[src/i2cebm_pkg.sv]
// ----------------------------------------------------------------------------
// i2cebm_pkg: shared types and constants of the I2C EEPROM byte master
// Bus phase codes, command codes, register indexes and the result record.
// ----------------------------------------------------------------------------
`default_nettype none

package i2cebm_pkg;

    // Default width of the half-phase tick counter
    localparam int TICK_COUNT_WIDTH_DEFAULT = 16;

    // Configuration register widths and reset values
    localparam int HALF_PERIOD_W = 16;
    localparam int DEV_ADDR_W    = 7;
    localparam logic [HALF_PERIOD_W-1:0] HALF_PERIOD_RESET = 16'd60;
    localparam logic [DEV_ADDR_W-1:0]    DEV_ADDR_RESET    = 7'd80;

    // Configuration register indexes
    localparam logic CFG_HALF_PERIOD = 1'b0;
    localparam logic CFG_DEV_ADDR    = 1'b1;

    // Command codes
    localparam logic [1:0] CMD_TICK  = 2'd0;
    localparam logic [1:0] CMD_WRITE = 2'd1;
    localparam logic [1:0] CMD_READ  = 2'd2;

    // Byte stage within a transfer
    localparam logic [1:0] STAGE_DEV  = 2'd0;
    localparam logic [1:0] STAGE_ADDR = 2'd1;
    localparam logic [1:0] STAGE_DATA = 2'd2;
    localparam logic [1:0] STAGE_RECV = 2'd3;

    // Bus phases: start, write bit, ack slot, read bit, nack slot, stop
    typedef enum logic [3:0] {
        PH_IDLE = 4'd0,
        PH_ST_A = 4'd1,
        PH_ST_B = 4'd2,
        PH_ST_C = 4'd3,
        PH_WB_H = 4'd4,
        PH_WB_L = 4'd5,
        PH_AK_H = 4'd6,
        PH_AK_L = 4'd7,
        PH_RB_H = 4'd8,
        PH_RB_L = 4'd9,
        PH_NK_H = 4'd10,
        PH_NK_L = 4'd11,
        PH_SP_A = 4'd12,
        PH_SP_B = 4'd13,
        PH_SP_C = 4'd14
    } phase_t;

    // One result item per tick
    typedef struct packed {
        logic       ack_error;
        logic [7:0] read_data;
        logic       done_res;
        logic       busy_res;
        logic       sda_out;
        logic       scl;
    } result_t;

    localparam int RESULT_W = 13;
    localparam int M_TDATA_W = 16;

endpackage

`default_nettype wire

[src/i2cebm_core.sv]
// ----------------------------------------------------------------------------
// i2cebm_core: bus sequencer of the I2C EEPROM byte master
// Holds the transfer state and advances it by one tick per step, producing
// the line levels and status for that tick.
// ----------------------------------------------------------------------------
`default_nettype none

module i2cebm_core #(
    parameter int TICK_COUNT_WIDTH = i2cebm_pkg::TICK_COUNT_WIDTH_DEFAULT
) (
    input  wire logic                                 clk,
    input  wire logic                                 rst_n,
    input  wire logic                                 step,
    input  wire logic [1:0]                           cmd,
    input  wire logic [7:0]                           mem_address,
    input  wire logic [7:0]                           write_data,
    input  wire logic                                 sda_in,
    input  wire logic [i2cebm_pkg::HALF_PERIOD_W-1:0] half_period,
    input  wire logic [i2cebm_pkg::DEV_ADDR_W-1:0]    device_address,
    output i2cebm_pkg::result_t                       result
);

    localparam int HPW   = i2cebm_pkg::HALF_PERIOD_W;
    localparam int CMP_W = (TICK_COUNT_WIDTH > HPW) ? TICK_COUNT_WIDTH : HPW;

    i2cebm_pkg::phase_t          phase_reg, phase_next;
    logic [3:0]                  bit_count_reg, bit_count_next;
    logic [TICK_COUNT_WIDTH-1:0] tick_count_reg, tick_count_next;
    logic [7:0]                  shift_reg, shift_next;
    logic [7:0]                  saved_address_reg, saved_address_next;
    logic [7:0]                  saved_data_reg, saved_data_next;
    logic                        is_read_reg, is_read_next;
    logic                        missing_ack_reg, missing_ack_next;
    logic [7:0]                  received_byte_reg, received_byte_next;
    logic [1:0]                  stage_reg, stage_next;

    // Half period with zero treated as one, its last tick and sample point
    logic [HPW-1:0] hp;
    logic [HPW-1:0] hp_last;
    logic [HPW-1:0] hp_mid;

    assign hp      = (half_period == '0) ? HPW'(1) : half_period;
    assign hp_last = hp - HPW'(1);
    assign hp_mid  = hp >> 1;

    // State register
    always_ff @(posedge clk or negedge rst_n)
    begin
        if (!rst_n)
        begin
            phase_reg         <= i2cebm_pkg::PH_IDLE;
            bit_count_reg     <= '0;
            tick_count_reg    <= '0;
            shift_reg         <= '0;
            saved_address_reg <= '0;
            saved_data_reg    <= '0;
            is_read_reg       <= 1'b0;
            missing_ack_reg   <= 1'b0;
            received_byte_reg <= '0;
            stage_reg         <= i2cebm_pkg::STAGE_DEV;
        end
        else if (step)
        begin
            phase_reg         <= phase_next;
            bit_count_reg     <= bit_count_next;
            tick_count_reg    <= tick_count_next;
            shift_reg         <= shift_next;
            saved_address_reg <= saved_address_next;
            saved_data_reg    <= saved_data_next;
            is_read_reg       <= is_read_next;
            missing_ack_reg   <= missing_ack_next;
            received_byte_reg <= received_byte_next;
            stage_reg         <= stage_next;
        end
    end

    // One tick of the sequencer
    always_comb
    begin
        logic                  scl_o;
        logic                  sda_o;
        logic                  busy;
        logic                  done;
        logic                  seg_end;
        logic [3:0]            bc_inc;
        i2cebm_pkg::phase_t    cur;

        phase_next         = phase_reg;
        bit_count_next     = bit_count_reg;
        tick_count_next    = tick_count_reg;
        shift_next         = shift_reg;
        saved_address_next = saved_address_reg;
        saved_data_next    = saved_data_reg;
        is_read_next       = is_read_reg;
        missing_ack_next   = missing_ack_reg;
        received_byte_next = received_byte_reg;
        stage_next         = stage_reg;
        scl_o   = 1'b1;
        sda_o   = 1'b1;
        busy    = 1'b0;
        done    = 1'b0;
        seg_end = 1'b0;
        bc_inc  = '0;

        // Command start, taken only while idle
        if (phase_reg == i2cebm_pkg::PH_IDLE &&
            (cmd == i2cebm_pkg::CMD_WRITE || cmd == i2cebm_pkg::CMD_READ))
        begin
            saved_address_next = mem_address;
            saved_data_next    = write_data;
            is_read_next       = (cmd == i2cebm_pkg::CMD_READ);
            missing_ack_next   = 1'b0;
            stage_next         = i2cebm_pkg::STAGE_DEV;
            bit_count_next     = '0;
            tick_count_next    = '0;
            phase_next         = i2cebm_pkg::PH_ST_A;
        end
        cur = phase_next;

        if (cur != i2cebm_pkg::PH_IDLE)
        begin
            busy = 1'b1;

            // Line levels and sampling at mid high phase
            case (cur)
                i2cebm_pkg::PH_ST_A: begin scl_o = 1'b1; sda_o = 1'b1; end
                i2cebm_pkg::PH_ST_B: begin scl_o = 1'b1; sda_o = 1'b0; end
                i2cebm_pkg::PH_ST_C: begin scl_o = 1'b0; sda_o = 1'b0; end
                i2cebm_pkg::PH_WB_H: begin scl_o = 1'b1; sda_o = shift_next[7]; end
                i2cebm_pkg::PH_WB_L: begin scl_o = 1'b0; sda_o = shift_next[7]; end
                i2cebm_pkg::PH_AK_H:
                begin
                    scl_o = 1'b1;
                    sda_o = 1'b1;
                    if (CMP_W'(tick_count_next) == CMP_W'(hp_mid))
                        missing_ack_next = missing_ack_next | sda_in;
                end
                i2cebm_pkg::PH_RB_H:
                begin
                    scl_o = 1'b1;
                    sda_o = 1'b1;
                    if (CMP_W'(tick_count_next) == CMP_W'(hp_mid))
                        shift_next = {shift_next[6:0], sda_in};
                end
                i2cebm_pkg::PH_NK_H: begin scl_o = 1'b1; sda_o = 1'b1; end
                i2cebm_pkg::PH_SP_A: begin scl_o = 1'b0; sda_o = 1'b0; end
                i2cebm_pkg::PH_SP_B: begin scl_o = 1'b1; sda_o = 1'b0; end
                i2cebm_pkg::PH_SP_C: begin scl_o = 1'b1; sda_o = 1'b1; end
                default:             begin scl_o = 1'b0; sda_o = 1'b1; end
            endcase

            // End of the half phase
            seg_end = (CMP_W'(tick_count_next) >= CMP_W'(hp_last)) ||
                      (tick_count_next == {TICK_COUNT_WIDTH{1'b1}});

            if (!seg_end)
            begin
                tick_count_next = tick_count_next + TICK_COUNT_WIDTH'(1);
            end
            else
            begin
                tick_count_next = '0;
                bc_inc = bit_count_next + 4'd1;
                case (cur)
                    i2cebm_pkg::PH_ST_A: phase_next = i2cebm_pkg::PH_ST_B;
                    i2cebm_pkg::PH_ST_B: phase_next = i2cebm_pkg::PH_ST_C;
                    i2cebm_pkg::PH_ST_C:
                    begin
                        shift_next = {device_address,
                                      (stage_next == i2cebm_pkg::STAGE_DATA)};
                        bit_count_next = '0;
                        phase_next = i2cebm_pkg::PH_WB_H;
                    end
                    i2cebm_pkg::PH_WB_H: phase_next = i2cebm_pkg::PH_WB_L;
                    i2cebm_pkg::PH_WB_L:
                    begin
                        shift_next = {shift_next[6:0], 1'b0};
                        if (bc_inc >= 4'd8)
                        begin
                            bit_count_next = '0;
                            phase_next = i2cebm_pkg::PH_AK_H;
                        end
                        else
                        begin
                            bit_count_next = bc_inc;
                            phase_next = i2cebm_pkg::PH_WB_H;
                        end
                    end
                    i2cebm_pkg::PH_AK_H: phase_next = i2cebm_pkg::PH_AK_L;
                    i2cebm_pkg::PH_AK_L:
                    begin
                        if (stage_next == i2cebm_pkg::STAGE_DEV)
                        begin
                            stage_next = i2cebm_pkg::STAGE_ADDR;
                            shift_next = saved_address_next;
                            bit_count_next = '0;
                            phase_next = i2cebm_pkg::PH_WB_H;
                        end
                        else if (stage_next == i2cebm_pkg::STAGE_ADDR)
                        begin
                            stage_next = i2cebm_pkg::STAGE_DATA;
                            if (is_read_next)
                            begin
                                // repeated start for the device-read byte
                                phase_next = i2cebm_pkg::PH_ST_A;
                            end
                            else
                            begin
                                shift_next = saved_data_next;
                                bit_count_next = '0;
                                phase_next = i2cebm_pkg::PH_WB_H;
                            end
                        end
                        else if (stage_next == i2cebm_pkg::STAGE_DATA && is_read_next)
                        begin
                            stage_next = i2cebm_pkg::STAGE_RECV;
                            shift_next = '0;
                            bit_count_next = '0;
                            phase_next = i2cebm_pkg::PH_RB_H;
                        end
                        else
                        begin
                            phase_next = i2cebm_pkg::PH_SP_A;
                        end
                    end
                    i2cebm_pkg::PH_RB_H: phase_next = i2cebm_pkg::PH_RB_L;
                    i2cebm_pkg::PH_RB_L:
                    begin
                        if (bc_inc >= 4'd8)
                        begin
                            bit_count_next = '0;
                            received_byte_next = shift_next;
                            phase_next = i2cebm_pkg::PH_NK_H;
                        end
                        else
                        begin
                            bit_count_next = bc_inc;
                            phase_next = i2cebm_pkg::PH_RB_H;
                        end
                    end
                    i2cebm_pkg::PH_NK_H: phase_next = i2cebm_pkg::PH_NK_L;
                    i2cebm_pkg::PH_NK_L: phase_next = i2cebm_pkg::PH_SP_A;
                    i2cebm_pkg::PH_SP_A: phase_next = i2cebm_pkg::PH_SP_B;
                    i2cebm_pkg::PH_SP_B: phase_next = i2cebm_pkg::PH_SP_C;
                    i2cebm_pkg::PH_SP_C:
                    begin
                        done = 1'b1;
                        phase_next = i2cebm_pkg::PH_IDLE;
                        stage_next = i2cebm_pkg::STAGE_DEV;
                    end
                    default:
                    begin
                        phase_next = i2cebm_pkg::PH_IDLE;
                        stage_next = i2cebm_pkg::STAGE_DEV;
                    end
                endcase
            end
        end

        result.scl       = scl_o;
        result.sda_out   = sda_o;
        result.busy_res  = busy;
        result.done_res  = done;
        result.read_data = received_byte_next;
        result.ack_error = missing_ack_next;
    end

endmodule

`default_nettype wire

[src/i2cebm_out_stage.sv]
// ----------------------------------------------------------------------------
// i2cebm_out_stage: result register of the I2C EEPROM byte master
// Holds one result transfer on the master side until the receiver takes it.
// ----------------------------------------------------------------------------
`default_nettype none

module i2cebm_out_stage (
    input  wire logic                               clk,
    input  wire logic                               rst_n,
    input  wire logic                               load,
    input  wire i2cebm_pkg::result_t                result,
    output logic                                    ready,
    output logic                                    m_tvalid,
    input  wire logic                               m_tready,
    // scl, sda_out, busy_res, done_res, read_data[7:0], ack_error, zero pad
    output logic [i2cebm_pkg::M_TDATA_W-1:0]        m_tdata
);

    logic                valid_reg, valid_next;
    i2cebm_pkg::result_t data_reg;

    // Free when empty or when the held transfer leaves this cycle
    assign ready = !valid_reg || m_tready;

    always_comb
    begin
        if (load)
            valid_next = 1'b1;
        else if (m_tready)
            valid_next = 1'b0;
        else
            valid_next = valid_reg;
    end

    // Valid flag
    always_ff @(posedge clk or negedge rst_n)
    begin
        if (!rst_n)
            valid_reg <= 1'b0;
        else
            valid_reg <= valid_next;
    end

    // Payload
    always_ff @(posedge clk)
    begin
        if (load)
            data_reg <= result;
    end

    assign m_tvalid = valid_reg;
    assign m_tdata  = {{(i2cebm_pkg::M_TDATA_W - i2cebm_pkg::RESULT_W){1'b0}}, data_reg};

endmodule

`default_nettype wire

[src/i2c_eeprom_byte_master_unit.sv]
// ----------------------------------------------------------------------------
// i2c_eeprom_byte_master_unit: I2C master for byte write and random read
// Each input transfer is one timing tick; each tick yields one result with
// the SCL and SDA drive levels, busy and done flags, read byte and ACK error.
//
// Usage:
//   Slave side takes a tick with a command (tuser) and the address, data and
//   sampled SDA level (tdata). Command 1 starts a byte write, 2 a byte read;
//   commands are ignored while a transfer runs. Master side returns one
//   result transfer per tick, in order.
//   An input transfer is held in the input register, then the sequencer step
//   loads its result into the result register, which raises tvalid.
//   Throughput is one tick per cycle while the receiver does not stall; the
//   sequencer state machine advances once per tick.
//   When the receiver stalls, the result register holds and the input
//   register fills, then tready drops until the receiver takes the result.
//   Reset clears the bus state to idle (both lines released), empties both
//   registers and loads half_period = 60 and device_address = 80.
//   Configuration writes land on the rising edge with cfg_wen high.
// ----------------------------------------------------------------------------
`default_nettype none

module i2c_eeprom_byte_master_unit #(
    parameter int TICK_COUNT_WIDTH = i2cebm_pkg::TICK_COUNT_WIDTH_DEFAULT
) (
    input  wire logic        clk,
    input  wire logic        rst_n,
    // configuration write port
    input  wire logic        cfg_wen,
    input  wire logic        cfg_index,
    input  wire logic [15:0] cfg_wdata,
    // slave side
    input  wire logic        s_tvalid,
    output logic             s_tready,
    // mem_address[7:0], write_data[15:8], sda_in[16], zero pad
    input  wire logic [23:0] s_tdata,
    // cmd[1:0]
    input  wire logic [1:0]  s_tuser,
    // master side
    output logic             m_tvalid,
    input  wire logic        m_tready,
    // scl, sda_out, busy_res, done_res, read_data[7:0], ack_error, zero pad
    output logic [15:0]      m_tdata
);

    logic [i2cebm_pkg::HALF_PERIOD_W-1:0] half_period_reg;
    logic [i2cebm_pkg::DEV_ADDR_W-1:0]    device_address_reg;

    logic       in_valid_reg, in_valid_next;
    logic [1:0] cmd_reg;
    logic [7:0] mem_address_reg;
    logic [7:0] write_data_reg;
    logic       sda_in_reg;

    logic                out_ready;
    logic                advance;
    logic                in_take;
    i2cebm_pkg::result_t result;

    // Configuration registers
    always_ff @(posedge clk or negedge rst_n)
    begin
        if (!rst_n)
        begin
            half_period_reg    <= i2cebm_pkg::HALF_PERIOD_RESET;
            device_address_reg <= i2cebm_pkg::DEV_ADDR_RESET;
        end
        else if (cfg_wen)
        begin
            case (cfg_index)
                i2cebm_pkg::CFG_HALF_PERIOD: half_period_reg <= cfg_wdata;
                i2cebm_pkg::CFG_DEV_ADDR:
                    device_address_reg <= cfg_wdata[i2cebm_pkg::DEV_ADDR_W-1:0];
                default: ;
            endcase
        end
    end

    // Input register handshake
    assign advance  = in_valid_reg && out_ready;
    assign s_tready = !in_valid_reg || advance;
    assign in_take  = s_tvalid && s_tready;

    always_comb
    begin
        if (in_take)
            in_valid_next = 1'b1;
        else if (advance)
            in_valid_next = 1'b0;
        else
            in_valid_next = in_valid_reg;
    end

    always_ff @(posedge clk or negedge rst_n)
    begin
        if (!rst_n)
            in_valid_reg <= 1'b0;
        else
            in_valid_reg <= in_valid_next;
    end

    // Input payload
    always_ff @(posedge clk)
    begin
        if (in_take)
        begin
            cmd_reg         <= s_tuser;
            mem_address_reg <= s_tdata[7:0];
            write_data_reg  <= s_tdata[15:8];
            sda_in_reg      <= s_tdata[16];
        end
    end

    // Bus sequencer
    i2cebm_core #(
        .TICK_COUNT_WIDTH (TICK_COUNT_WIDTH)
    ) u_core (
        .clk            (clk),
        .rst_n          (rst_n),
        .step           (advance),
        .cmd            (cmd_reg),
        .mem_address    (mem_address_reg),
        .write_data     (write_data_reg),
        .sda_in         (sda_in_reg),
        .half_period    (half_period_reg),
        .device_address (device_address_reg),
        .result         (result)
    );

    // Result register
    i2cebm_out_stage u_out (
        .clk      (clk),
        .rst_n    (rst_n),
        .load     (advance),
        .result   (result),
        .ready    (out_ready),
        .m_tvalid (m_tvalid),
        .m_tready (m_tready),
        .m_tdata  (m_tdata)
    );

endmodule

`default_nettype wire
[config.mk]
export PLATFORM = sky130hd
export DESIGN_NAME = i2c_eeprom_byte_master_unit
export DESIGN_NICKNAME = d
export VERILOG_FILES = /design/src/i2cebm_pkg.sv /design/src/i2cebm_core.sv /design/src/i2cebm_out_stage.sv /design/src/i2c_eeprom_byte_master_unit.sv
export SDC_FILE = /design/constraint.sdc
export NUM_CORES = 1
export LEC_CHECK = 0
export ABC_AREA = 1
export BUFFER_PORTS_ARGS = -buffer_cell sky130_fd_sc_hd__buf_2
export CORE_UTILIZATION = 62
export CTS_BUF_LIST = sky130_fd_sc_hd__clkbuf_8
export DETAILED_ROUTE_END_ITERATION = 12
export PLACE_DENSITY = 0.83
export SETUP_SLACK_MARGIN = 0.4
export SLEW_MARGIN = 5
export SYNTH_ARGS = -nofsm -noshare
export SYNTH_HDL_FRONTEND = slang
export SYNTH_SLANG_ARGS = --single-unit
[constraint.sdc]
create_clock -name clk -period 4.7 [get_ports clk]
set_input_delay 0.705 -clock clk [delete_from_list [all_inputs] [get_ports clk]]
set_output_delay 0.705 -clock clk [all_outputs]
set_load 0.005 [all_outputs]
# Word level (Yosys, flattened, before mapping)
# Index checks and enable logic that the tools add are counted.
# Widths: inputs -> output; s select.
# classes
n_addsub,3
n_lt_le_gt_ge,2
eq_ne,20
n_mux,57
n_bitwise,2
reduce_logical,25
# ops
cell,n
$mux 8,13
$mux 16,4
$mux 4,13
$pmux 4 s13,1
$eq 4x4->1 const B,7
$pmux 8 s3,1
$add 16x1->16 const B,1
$eq 16x15->1,1
$eq 16x16->1 const B,1
$eq 4x3->1 const B,4
$ge 16x16->1,1
$logic_not 16->1,1
$mux 2,8
$sub 16x1->16 const B,1
$mux 1,12
$pmux 4 s3,1
$reduce_or 12->1,1
$eq 4x2->1 const B,2
$reduce_and 2->1,4
$reduce_or 8->1,1
$mux 3,2
$add 4x1->4 const B,1
$eq 2x1->1 const B,2
$eq 2x2->1 const B,2
other kinds (15),24
# word_totals
ff_bits,117
out_inout_bits,18

# Longest topological paths before layout
# Gate-level depths: netlist (run 1).
# depth
depth_word,12
depth_mapped,27
mapped_depth_nobuf,27

# By module
# From an unflattened synthesis (run 1), not the netlist that was laid out.
# unflattened
cells_unflattened,946
hier_area_um2,7309.5
# by_module_without_submodules
module,instances,cells_each,area_per_inst_um2
i2cebm_core,1,796,5196.2
i2c_eeprom_byte_master_unit,1,128,1651.6
i2cebm_out_stage,1,22,461.7

# Worst setup path before layout (run 1)
# OpenSTA, ideal clock, no wires.
# synth_path
path_kind,reg2reg
start,register half_period_reg[3] (netlist bit)
end,register u_core.shift_reg[1]
setup_time_ns,0.116
arrival_time_ns,3.451
required_ns,4.584
slack_ns,1.132
stages_incl_launch_ff,26
n_path_buf,1
synth_period_minus_slack_ns,3.568
path_cell_list,dfstp_2 > inv_1 > nand4_1 > nor2_1 > nand4_1 > nand2_1 > nor2_1 > nand2_1 > nor4_1 > nand3_1 > nor2_1 > xor2_1 > ha_1 > nand2_1 > inv_1 > o21ai_0 > nand2_1 > a21oi_1 > nand3_1 > nor2_4 > nor2_2 > buf_4 > o21ai_0 > inv_1 > nand2_1 > nand2_1
# synth_via
elab_chain_len,10
elab_cells_between_ends,14
# synth_rtl
item,line_no,rtl
"start, declared",i2c_eeprom_byte_master_unit.sv:46,logic [i2cebm_pkg::HALF_PERIOD_W-1:0] half_period_reg;
"start signal, assigned",i2c_eeprom_byte_master_unit.sv:65,half_period_reg <= i2cebm_pkg::HALF_PERIOD_RESET;
"start signal, assigned",i2c_eeprom_byte_master_unit.sv:71,i2cebm_pkg::CFG_HALF_PERIOD: half_period_reg <= cfg_wdata;
$logic_not 16->1,i2cebm_core.sv:42,assign hp = (half_period == '0) ? HPW'(1) : half_period;
$mux 16 (*),i2cebm_core.sv:42,
branches (longest 7 deep; another with $sub 16x1->16),--,
$mux 8 (*),i2cebm_core.sv:156,if (!seg_end)
"end signal, assigned",i2cebm_core.sv:67,shift_reg <= shift_next;
"end, declared",i2cebm_core.sv:29,"logic [7:0] shift_reg, shift_next;"
# Mark *: on every way between the ends.
# A chain may end at the register's enable or synchronous reset.

# Final worst setup path (run 1)
# layout_path
start,register half_period_reg[5] (netlist bit)
end,register u_core.shift_reg[0]
# The elaborated chain is that of the path after synthesis.

==> impl_metrics.env, run 1 <==
export IMPL_outcome="completed"
export IMPL_post_route_period_util_pct=84.6
export IMPL_place_congestion=0.910
export IMPL_mostFrequentLayoutCells="283 x nand2_1, 133 x inv_1, 79 x o21ai_0, 79 x dfrtp_1, 62 x nor2_1"
export IMPL_io_pins=66
export IMPL_clkTransAtPathRegs_ps=80
export IMPL_ys_flop_type="dfrtp_1"
export IMPL_required_ps=5040
export IMPL_hold_viol=0
export IMPL_setup_viol=0
export IMPL_wl_per_cell_um=13.8
export IMPL_period_needed_ps=3980
export IMPL_hp_class="input port to async pin"
export IMPL_clock_fmax_ghz=0.251
export IMPL_fp_row_count=38
export IMPL_grt_setup_unrepaired="false"
export IMPL_grt_pass1_wl_mm=25.5
export IMPL_final_common_cell="nand2_1"
export IMPL_first_global_vias=5485
export IMPL_synthDistinctLibCells=49
export IMPL_drive_gt1_share_pct=15.7
export IMPL_cts_root_buf="clkbuf_8"
export IMPL_start_util_pct=64.8
export IMPL_drtIter0Drc=468
export IMPL_grt_overflow=0
export IMPL_cts_tree="done"
export IMPL_area_growth_syn_to_layout_pct=10.9
export IMPL_ys_seq_area_share_pct=43.3
export IMPL_finalSetupTns_ps=0
export IMPL_cp_arrival_ps=4310
export IMPL_die_area_um2=12000
export IMPL_cpLargestDelayFamily="simple AND/OR/NAND/NOR gates"
export IMPL_slew_headroom_pct=39.5
export IMPL_worstSetupPathType="flip-flop to flip-flop"
export IMPL_portBuffers=55
export IMPL_worstSetupStartpointType="flip-flop"
export IMPL_cp_slowest_cell="dfstp_2"
export IMPL_cpMostUsedCell="nand2_1"
export IMPL_ys_ff_latch=117
export IMPL_grt_usage_pct=28.5
export IMPL_synth_edf_count=32
export IMPL_finalNetCount=1072
export IMPL_finalWirelength_mm=15.9
export IMPL_synth_area_um2=7140
export IMPL_async_reset_ff_share_pct=72.6
export IMPL_tightest_slew_ps=905
export IMPL_clockBufferDepth=2
export IMPL_holdWs_ps=228
export IMPL_routed_via_density=5.35
export IMPL_drtPass1Iterations=5
export IMPL_hold_buffers=0
export IMPL_vias=6191
export IMPL_antenna_found_initial=0
export IMPL_numCtsBuffers=17
export IMPL_ant_nets=0
export IMPL_yosysWarnings=0
export IMPL_end_kind="flip-flop"
export IMPL_crit_fanout=8
export IMPL_synth_area_per_cell_um2=7.56
export IMPL_dpl_hpwl_mm=11.7
export IMPL_synth_cells=945
export IMPL_ir_drop_mv=0.365
export IMPL_p_leak_uw=0.00407
export IMPL_htreeDepth=4
export IMPL_slowest_delay_ps=600
export IMPL_cp_num_buf_inv=4
export IMPL_report_final_slew_viol_count=0
export IMPL_clk_insertion_delay_late_ps=450
export IMPL_chipHeight_um=109
export IMPL_fin_skew_ps=11.2
export IMPL_grt_max_degree=46
export IMPL_drc_errors=0
export IMPL_die_w_um=109
export IMPL_cts_sinks=117
export IMPL_drv_cap=0
export IMPL_p_per_area_nw_per_um2=444
export IMPL_utilization_pct=71.8
export IMPL_p_total_uw=3510
export IMPL_core_area_um2=11000
export IMPL_num_antenna_cells=0
-- cell type report --
cell class / count / area (um^2)
tap: 140 / 175
sequential: 117 / 3100
fill: 911 / 3110
clock inverter: 14 / 105
clock buffer: 18 / 248
multi-input combinational: 657 / 3390
inverter: 145 / 546
timing repair buffer: 66 / 360
-- Yosys cell counts (2+ instances only) --
master | n | area (um^2)
a21oi_1 | 31 | 155
a21oi_2 | 6 | 52.6
a31oi_1 | 4 | 25.0
and2_1 | 3 | 18.8
buf_2 | 3 | 15.0
buf_4 | 6 | 45.0
buf_6 | 3 | 33.8
clkbuf_1 | 15 | 56.3
dfrtp_1 | 79 | 1980
dfstp_2 | 6 | 158
edfxtp_1 | 32 | 961
ha_1 | 20 | 250
inv_1 | 132 | 495
inv_2 | 11 | 41.3
nand2_1 | 283 | 1060
nand2_2 | 7 | 43.8
nand2_4 | 4 | 45.0
nand3_1 | 50 | 250
nand3_4 | 2 | 35.0
nand3b_1 | 2 | 15.0
nand4_1 | 15 | 93.8
nor2_1 | 65 | 244
nor2_2 | 4 | 25.0
nor2_4 | 5 | 56.3
nor3_1 | 6 | 30.0
nor4_1 | 6 | 37.5
o211ai_1 | 4 | 30.0
o21ai_0 | 79 | 395
o21ai_1 | 12 | 60.1
o21ai_2 | 5 | 43.8
o22ai_1 | 8 | 50.1
xor2_1 | 20 | 175
-- power breakdown --
part / switching, uW / internal [uW]
registers: 144 / 1280
logic: 877 / 403
clock network: 431 / 381
total: 1450 / 2060
-- routing by layer --
metal | vias to the layer above | routed length, um | track usage (%)
li1 | 3161 | - | -
met1 | 2775 | 7250 | 39.2
met2 | 220 | 7200 | 43.7
met3 | 35 | 1100 | 6.76
met4 | 0 | 399 | 11.0
met5 | - | 0 | 0
-- stage by stage --
stage	cell area [um^2]	setup WS (ps)	instances
global placement	7490	669	1120
floorplan	7150	1130	947
detailed placement	7490	577	1120
finish	7920	723	1157
CTS	7840	564	1152
global route	7920	292	1157
-- worst reg2reg max path, stage by stage (launching register included) --
cell and delay [ps]:
dfstp_2 600, nor2_1 60, nand2_1 120, nor2_1 80
nand4_1 100, nand2_1 110, inv_1 90, ha_1 210
nand3_2 140, nor2_4 160, nand3_1 160, nor3_2 160
xor2_1 100, ha_1 280, nand2_1 40, inv_1 60
nand3_1 90, nor3_1 200, nand3_1 90, nand3_1 150
nor2_4 90, buf_4 180, nor2_4 230, inv_1 90
a21oi_1 120, nand2_1 60, nand2_1 50, nand2_1 40
-- cell families (layout without fill, tap and decap cells) --
| group | after synthesis | after routing | synth area share, % |
|---|---|---|---|
| AND/OR/NAND/NOR | 457 | 458 | 28.4 |
| buffers and inverters | 174 | 243 | 10.0 |
| AO/OA/AOI/OAI | 154 | 154 | 12.0 |
| flip-flops | 117 | 117 | 43.3 |
| XOR/XNOR | 21 | 21 | 2.57 |
| adder cells (fa/ha/maj) | 20 | 20 | 3.50 |
| other | 1 | 3 | 0.0525 |
| multiplexers | 1 | 1 | 0.158 |
-- worst paths after layout --
path | to | cells past startpoint | start | slack [ps]
setup / recovery | u_core.shift_reg[0] | 27 | half_period_reg[5] | 720
hold / removal | half_period_reg[12] | 1 | rst_n | 230
min in group clk | cmd_reg[1] | 1 | s_tuser[1] | 430
max in group asynchronous | u_core.bit_count_reg[0] | 2 | rst_n | 3490
hold reg to reg | u_core.saved_address_reg[7] | 2 | u_core.saved_address_reg[7] | 480
setup reg to reg | u_core.shift_reg[0] | 27 | half_period_reg[5] | 720
-- repair_timing --
item                                    4_1_cts  5_1_grt
setup buffers                                 0        4
endpoints found under the setup margin        0       44
resized for setup                             0        9
Power figures use the tool's default switching activity.
==> inputs of run 2 (changes only) <==
==> constraint.sdc (replaced) <==
create_clock -name clk -period 3.8 [get_ports clk]
set_input_delay 0.57 -clock clk [delete_from_list [all_inputs] [get_ports clk]]
set_output_delay 0.57 -clock clk [all_outputs]
set_load 0.005 [all_outputs]
==> impl_metrics.env, run 2 (same netlist as run 1, synthesis figures left out) <==
export IMPL_numCtsBuffers=17
export IMPL_fp_row_count=38
export IMPL_grt_setup_unrepaired="true"
export IMPL_io_pins=66
export IMPL_first_global_vias=5979
export IMPL_grt_overflow=0
export IMPL_chipHeight_um=109
export IMPL_grt_max_degree=66
export IMPL_report_final_slew_viol_count=0
export IMPL_hp_class="input port to async pin"
export IMPL_ant_nets=0
export IMPL_outcome="completed"
export IMPL_die_area_um2=12000
export IMPL_finalWirelength_mm=17.7
export IMPL_p_total_uw=4520
export IMPL_antenna_found_initial=0
export IMPL_final_common_cell="nand2_1"
export IMPL_ir_drop_mv=0.398
export IMPL_dpl_instance_area_um2=7680
export IMPL_cp_arrival_ps=3850
export IMPL_start_util_pct=64.8
export IMPL_grt_usage_pct=31.4
export IMPL_worstSetupPathType="flip-flop to flip-flop"
export IMPL_end_kind="flip-flop"
export IMPL_wl_per_cell_um=14.9
export IMPL_clockBufferDepth=2
export IMPL_dpl_hpwl_mm=12.0
export IMPL_worstSetupStartpointType="flip-flop"
export IMPL_slew_headroom_pct=37.8
export IMPL_area_growth_syn_to_layout_pct=19.9
export IMPL_core_area_um2=11000
export IMPL_drtIter0Drc=605
export IMPL_cts_tree="done"
export IMPL_crit_fanout=8
export IMPL_fin_skew_ps=11.8
export IMPL_routed_via_density=5.54
export IMPL_num_antenna_cells=0
export IMPL_drv_cap=0
export IMPL_setup_viol=0
export IMPL_clkTransAtPathRegs_ps=70
export IMPL_post_route_period_util_pct=96.2
export IMPL_hold_viol=0
export IMPL_period_needed_ps=3650
export IMPL_tightest_slew_ps=931
export IMPL_drtPass1Iterations=6
export IMPL_drive_gt1_share_pct=24.3
export IMPL_clock_fmax_ghz=0.274
export IMPL_hold_buffers=0
export IMPL_die_w_um=109
export IMPL_cts_root_buf="clkbuf_8"
export IMPL_drc_errors=0
export IMPL_p_per_area_nw_per_um2=528
export IMPL_required_ps=4000
export IMPL_p_leak_uw=0.00429
export IMPL_grt_pass1_wl_mm=28.1
export IMPL_cts_sinks=117
export IMPL_portBuffers=55
export IMPL_mostFrequentLayoutCells="274 x nand2_1, 125 x inv_1, 79 x dfrtp_1"
export IMPL_finalSetupTns_ps=0
export IMPL_final_cell_area_um2=8570
export IMPL_place_congestion=0.913
export IMPL_htreeDepth=4
export IMPL_finalNetCount=1102
export IMPL_utilization_pct=77.7
export IMPL_clk_insertion_delay_late_ps=460
export IMPL_vias=6578
-- run 2: what timing repair did --
| action | 4_1_cts | 5_1_grt |
|---|---|---|
| endpoints found under the setup margin | 49 | 51 |
| resized for setup | 51 | 65 |
| pin swaps | 11 | 19 |
| buffers inserted | 8 | 4 |
| gates cloned | 0 | 2 |
-- run 2: report_power, final --
part / total, uW / internal [uW] / switching (uW)
Sequential: 1750 / 1580 / 168
Clock: 997 / 451 / 546
Combinational: 1780 / 586 / 1200
-- run 2: cell type report --
class | instances | area (um^2)
Tap cell | 140 | 175
Inverter | 145 | 553
Clock buffer | 17 | 234
Multi-Input combinational cell | 657 | 3750
Timing Repair Buffer | 96 | 651
Clock inverter | 15 | 110
Fill cell | 792 | 2460
Sequential cell | 117 | 3100
-- run 2: path summary, 6_finish.rpt --
kind                                                    end  slack, ps                   startpoint  cells after the start
max in group asynchronous       u_core.saved_address_reg[2]       2760                        rst_n                      2
worst max register to register             u_out.m_tdata[5]        150           half_period_reg[3]                     23
worst min-delay path                    half_period_reg[15]        210                        rst_n                      1
min in group clk                                 cmd_reg[1]        280                   s_tuser[1]                      1
worst max-delay path                       u_out.m_tdata[5]        150           half_period_reg[3]                     23
worst min register to register  u_core.saved_address_reg[1]        480  u_core.saved_address_reg[1]                      2
-- run 2: worst max-delay path: stages, from the launching register on --
cell     delay (ps)
dfstp_2         540
inv_2            30
nand4_1         110
nor2_2           50
nand4_1         110
nand2_2         100
nor2_4          100
nand2_2          90
nor4_4          340
nand3_2         150
buf_4           160
nand2_1          70
inv_1            60
ha_4            270
nand2_2          70
nor3_4          210
nand3_2          90
nand3_2         110
nor2_4           50
buf_12          150
nor2_8          180
nand2_4         160
nand2_1         120
o21ai_2          60
-- run 2: through the flow --
step / worst slack (ps) / cells / hold WS, ps
after floorplan: 403 / 947 / 274
after global placement: 52.0 / 1141 / 461
after detailed placement: -83.4 / 1141 / 469
after CTS: 195 / 1181 / 225
after global routing: -114 / 1187 / 258
final: 145 / 1187 / 214
-- run 2: layer usage --
metal	vias to the layer above	part of all wire, %	GRT usage (%)	wire (um)
li1	3228	-	-	-
met5	-	0	0	0
met2	316	45	48.6	8030
met3	56	8.8	8.06	1570
met1	2978	42	41.3	7480
met4	0	3.7	14.9	647
